<file path="config.mk">
export PLATFORM = sky130hd
export DESIGN_NAME = fspa_ram
export DESIGN_NICKNAME = d
export VERILOG_FILES = /design/src/hw/rtl/fspa_ram.sv
export SDC_FILE = /design/constraint.sdc
export NUM_CORES = 1
export LEC_CHECK = 0
export ABC_AREA = 0
export ABC_CLOCK_PERIOD_IN_PS = 2000
export BUFFER_PORTS_ARGS = -buffer_cell sky130_fd_sc_hd__buf_4
export CAP_MARGIN = 25
export CORE_MARGIN = 5
export CORE_UTILIZATION = 50
export CTS_CLUSTER_SIZE = 24
export DETAILED_ROUTE_END_ITERATION = 16
export GPL_ROUTABILITY_DRIVEN = 0
export GPL_TIMING_DRIVEN = 0
export MAX_ROUTING_LAYER = met4
export PLACE_DENSITY = 0.7
export SYNTH_ARGS = -nofsm -noshare
export SYNTH_HDL_FRONTEND = slang
export SYNTH_SLANG_ARGS = --single-unit
</file>
<file path="constraint.sdc">
create_clock -name clk_i -period 2 [get_ports clk_i]
set_input_delay 0.4 -clock clk_i [delete_from_list [all_inputs] [get_ports clk_i]]
set_output_delay 0.4 -clock clk_i [all_outputs]
set_load 0.01 [all_outputs]
</file>
<file path="src/hw/rtl/fspa_ram.sv">
module fspa_ram #(
  parameter int unsigned Width = 8,
  parameter int unsigned Depth = 16
) (
  input  logic                     clk_i,
  input  logic                     we_i,
  input  logic                     re_i,
  input  logic [$clog2(Depth)-1:0] addr_i,
  input  logic [Width-1:0]         wdata_i,
  output logic [Width-1:0]         rdata_o
);

  logic [Width-1:0] mem_q [Depth];
  logic [Width-1:0] rdata_q;

  always_ff @(posedge clk_i) begin
    if (we_i) begin
      mem_q[addr_i] <= wdata_i;
    end
    if (re_i) begin
      rdata_q <= mem_q[addr_i];
    end
  end

  assign rdata_o = rdata_q;

endmodule

</file>
After elaboration in Yosys (flattened, before gate mapping)
Memories as Yosys holds them, arrays and structs flattened. A register that Yosys moved wholly into a read port is not among the register bits.
Cells that the tools add are included.

word-level totals
  register bits after elaboration = 0
  bits in writable memories = 128
  input bits = 15
  logic and storage cells = 3
  memories = 1

memories
  memory  words  bits a word  read ports  clocked after Yosys merged registers in  write ports  line  text
  mem_q   16     8            1           1                                        1            13    logic [Width-1:0] mem_q [Depth];

operators by class
  multiplexer cells = 2

operators with widths
  operator  number
  $mux 1    2

Depth between registers and ports, before layout
  depth in word-level cells = 2
  mapped depth = 5

Least setup slack after synthesis
OpenSTA, ideal clock, no wires.

  path type = input to register
  from = input port addr_i[2]
  to = memory mem_q[0][0] (enable)
  data arrival time = 1.510 ns
  data required time = 1.617 ns
  path slack = 0.107 ns
  stages = 2
  path through = or3b_2 nor3_1

RTL lines
  element             line  text
  start: declaration  8     input logic [$clog2(Depth)-1:0] addr_i,
  end: declaration    13

No word-level cell before the write port.

Worst setup path after layout
  from = input port addr_i[1]
  to = memory mem_q[11][0] (enable)

No word-level cell before the write port.

==> results.json <==
{
  "pwr_density_cell_nw_per_um2": 1126,
  "place_ws_ns": -0.3690,
  "syn_inst": 230,
  "cts_root_buf": "clkbuf_8",
  "dr.pass1.iters": 4,
  "cts_resized": 0,
  "fin_skew_ns": 0.008691,
  "cp.required_ns": 2.15,
  "wirelength_mm": 9.717,
  "crit_fanout": 10,
  "path_delay_family": "simple AND/OR/NAND/NOR gates",
  "fin_util_pct": 60.34,
  "fillers": 718,
  "vias": 2439,
  "synthDominantCellAreaShare_pct": 79.34,
  "finalSetupViolCount": 0,
  "reg2reg_from": "mem_q[15][5]",
  "reg2reg_slack_ns": 0.47,
  "hold_slack_ns": 0.1525,
  "syn_nets": 245,
  "grt_max_degree": 17,
  "h-tree-depth": 4,
  "clk_pin_slew_ns": 0.06,
  "row_count": 37,
  "cts.sinks": 136,
  "final_layout_size_suffix_gt1_share_pct": 32.17,
  "areaGrowthSynthToFinish_pct": 19.40,
  "yosysWarnings": 0,
  "hpwlAfterDp_mm": 6.244,
  "dieArea_um2": 12420,
  "reg2regPathDepth": 3,
  "grt-ovfl-total": 0,
  "endpoint_kind": "flip-flop",
  "worstSetupStartpointType": "primary input",
  "boundaryPins": 23,
  "grt_pass1_wl_mm": 15.17,
  "maxSlewViolCount": 0,
  "holdPathEnd": "rdata_o[6]",
  "synth_seq_area_share_pct": 79.34,
  "syn_avg_cell_area_um2": 22.38,
  "antenna_found_initial": 0,
  "hold_class": "in2reg",
  "arrival_ns": 1.94,
  "yosys.area.top_type": "edfxtp_1",
  "crit_chain": "buf_2 > buf_1 > nand2_1 > nor2_1",
  "cts_buffers": 17,
  "die_y_um": 111.5,
  "max_slew.worst_pin.slew_ns": 0.8071,
  "hold_buffers": 0,
  "min_from": "re_i",
  "rsz0062_at_grt": "false",
  "drtAntennaViolNets": 0,
  "finalWorstSetupSlack_ns": 0.2115,
  "numPortBuffers": 20,
  "crit_buf_inv": 2,
  "outcome": "finished clean",
  "period_share_pct": 89.42,
  "ir_worst_vdd_v": 0.0007252,
  "fin_crit_ns": 1.788,
  "fin_nets": 288,
  "setup_tns_ns": 0,
  "timing.rr.end": "rdata_o[5]",
  "clockBufferDepth": 2,
  "grt_pass1_vias": 2522,
  "viasPerCell": 5.780,
  "drt_iter0_markers": 146,
  "power_leakage_nw": 2.002,
  "slew_headroom_pct": 45.78,
  "core_um2": 10180,
  "yosysUniqueCellTypes": 17,
  "synth_area_leaders": "edfxtp_1 (79%), mux4_2 (14%), a22oi_1 (2.3%)",
  "drc": 0,
  "ys_ff_latch": 136,
  "grt_usage_pct": 17.74,
  "cts_setup_buffers": 0,
  "slowest_delay_ns": 0.66,
  "antenna_cells": 0,
  "syn_area_um2": 5147,
  "cp_slowest_cell": "nor2_1",
  "worstHoldPathCells": 1,
  "clk_latency_ns": 0.53,
  "hold_viol_final": 0,
  "seq_area_um2": 4084,
  "maxCapViolations": 0,
  "clock.fmax_mhz": 559.1,
  "cts_tree": "built",
  "critPathKind": "in2reg",
  "wl_per_cell_um": 23.03,
  "multi_input_area_um2": 1003,
  "die_x_um": 111.5,
  "initial_utilization_pct": 50.54
}
cells in the final DEF, fill, tap and decap left out:
| cell | synthesis | layout |
|---|---|---|
| a22oi_1 | 16 | 16 |
| and2_1 | 1 | 1 |
| buf_1 | 4 | 4 |
| buf_2 | 2 | 2 |
| buf_4 | 0 | 24 |
| buf_6 | 2 | 2 |
| bufinv_16 | 0 | 6 |
| clkbuf_1 | 2 | 4 |
| clkbuf_16 | 0 | 16 |
| clkbuf_2 | 1 | 1 |
| clkbuf_8 | 0 | 1 |
| clkinv_2 | 0 | 3 |
| clkinv_4 | 0 | 1 |
| clkinvlp_4 | 0 | 3 |
| edfxtp_1 | 136 | 136 |
| mux4_2 | 32 | 32 |
| nand2_1 | 9 | 9 |
| nand2b_1 | 2 | 2 |
| nand3_1 | 1 | 1 |
| nand3b_1 | 2 | 2 |
| nor2_1 | 13 | 13 |
| nor2b_1 | 2 | 2 |
| nor3_1 | 4 | 4 |
| or3b_2 | 1 | 1 |
layer usage:
layer	track usage (%)	up-vias	part of all wire (%)
met4	5.596	0	0.99
met2	26.06	86	50
met3	6.087	7	5.8
met5	-	-	0
met1	23.65	1290	43
li1	-	1056	-
logic make-up after synthesis:
family                 Yosys count  share of synthesized area [%]
buffers and inverters           11                          1.167
flip-flops                     136                          79.34
AO/OA/AOI/OAI                   16                          2.334
AND/OR/NAND/NOR                 35                          3.160
multiplexers                    32                          14.00
power by group:
| part | internal (mW) | switching (mW) |
|---|---|---|
| combinational | 0.134 | 0.181 |
| clock | 2.27 | 1.11 |
| sequential | 3.21 | 0.0146 |
| total | 5.61 | 1.31 |
synth_stat cells, drive strengths merged:
cell and instances:
nand3b 2, a22oi 16, edfxtp 136, nand2b 2, buf 8, nand2 9
nor3 4, and2 1, nand3 1, nor2b 2, nor2 13, or3b 1
clkbuf 3, mux4 32
sequential cells by signal, indices dropped and copies added, names as in the netlist:
name	cells
rdata_o	8
mem_q	128
per-stage QoR:
stage / instances / power (mW) / instance area, um2
2_1_floorplan: 230 / 3.455 / 5147
3_3_place_gp: 386 / 3.590 / 5468
3_5_place_dp: 390 / 3.604 / 5498
4_1_cts: 422 / 6.969 / 6146
5_1_grt: 422 / 7.142 / 6146
6_report: 422 / 6.921 / 6146
final cells by class:
| cell class | count | area share (%) |
|---|---|---|
| clock buffer | 19 | 6.861 |
| tap | 136 | 2.769 |
| sequential | 136 | 66.45 |
| timing repair buffer | 24 | 2.932 |
| buffer | 11 | 0.9772 |
| clock inverter | 13 | 3.685 |
| multi-input combinational | 83 | 16.33 |
worst max path at each step:
| stage | endpoint | depth (start not counted) | slack (ns) | from |
|---|---|---|---|---|
| 5_1_grt | mem_q[15][4] | 4 | 0.01 | addr_i[1] |
| 2_1_floorplan | mem_q[0][0] | 2 | 0.11 | addr_i[2] |
| 3_3_place_gp | mem_q[0][0] | 3 | -0.45 | addr_i[2] |
| 4_1_cts | mem_q[11][4] | 4 | 0.19 | addr_i[1] |
| 3_5_place_dp | mem_q[11][4] | 4 | -0.37 | addr_i[1] |
| 6_report | mem_q[11][0] | 4 | 0.21 | addr_i[1] |
(Power assumes the default switching activity.)
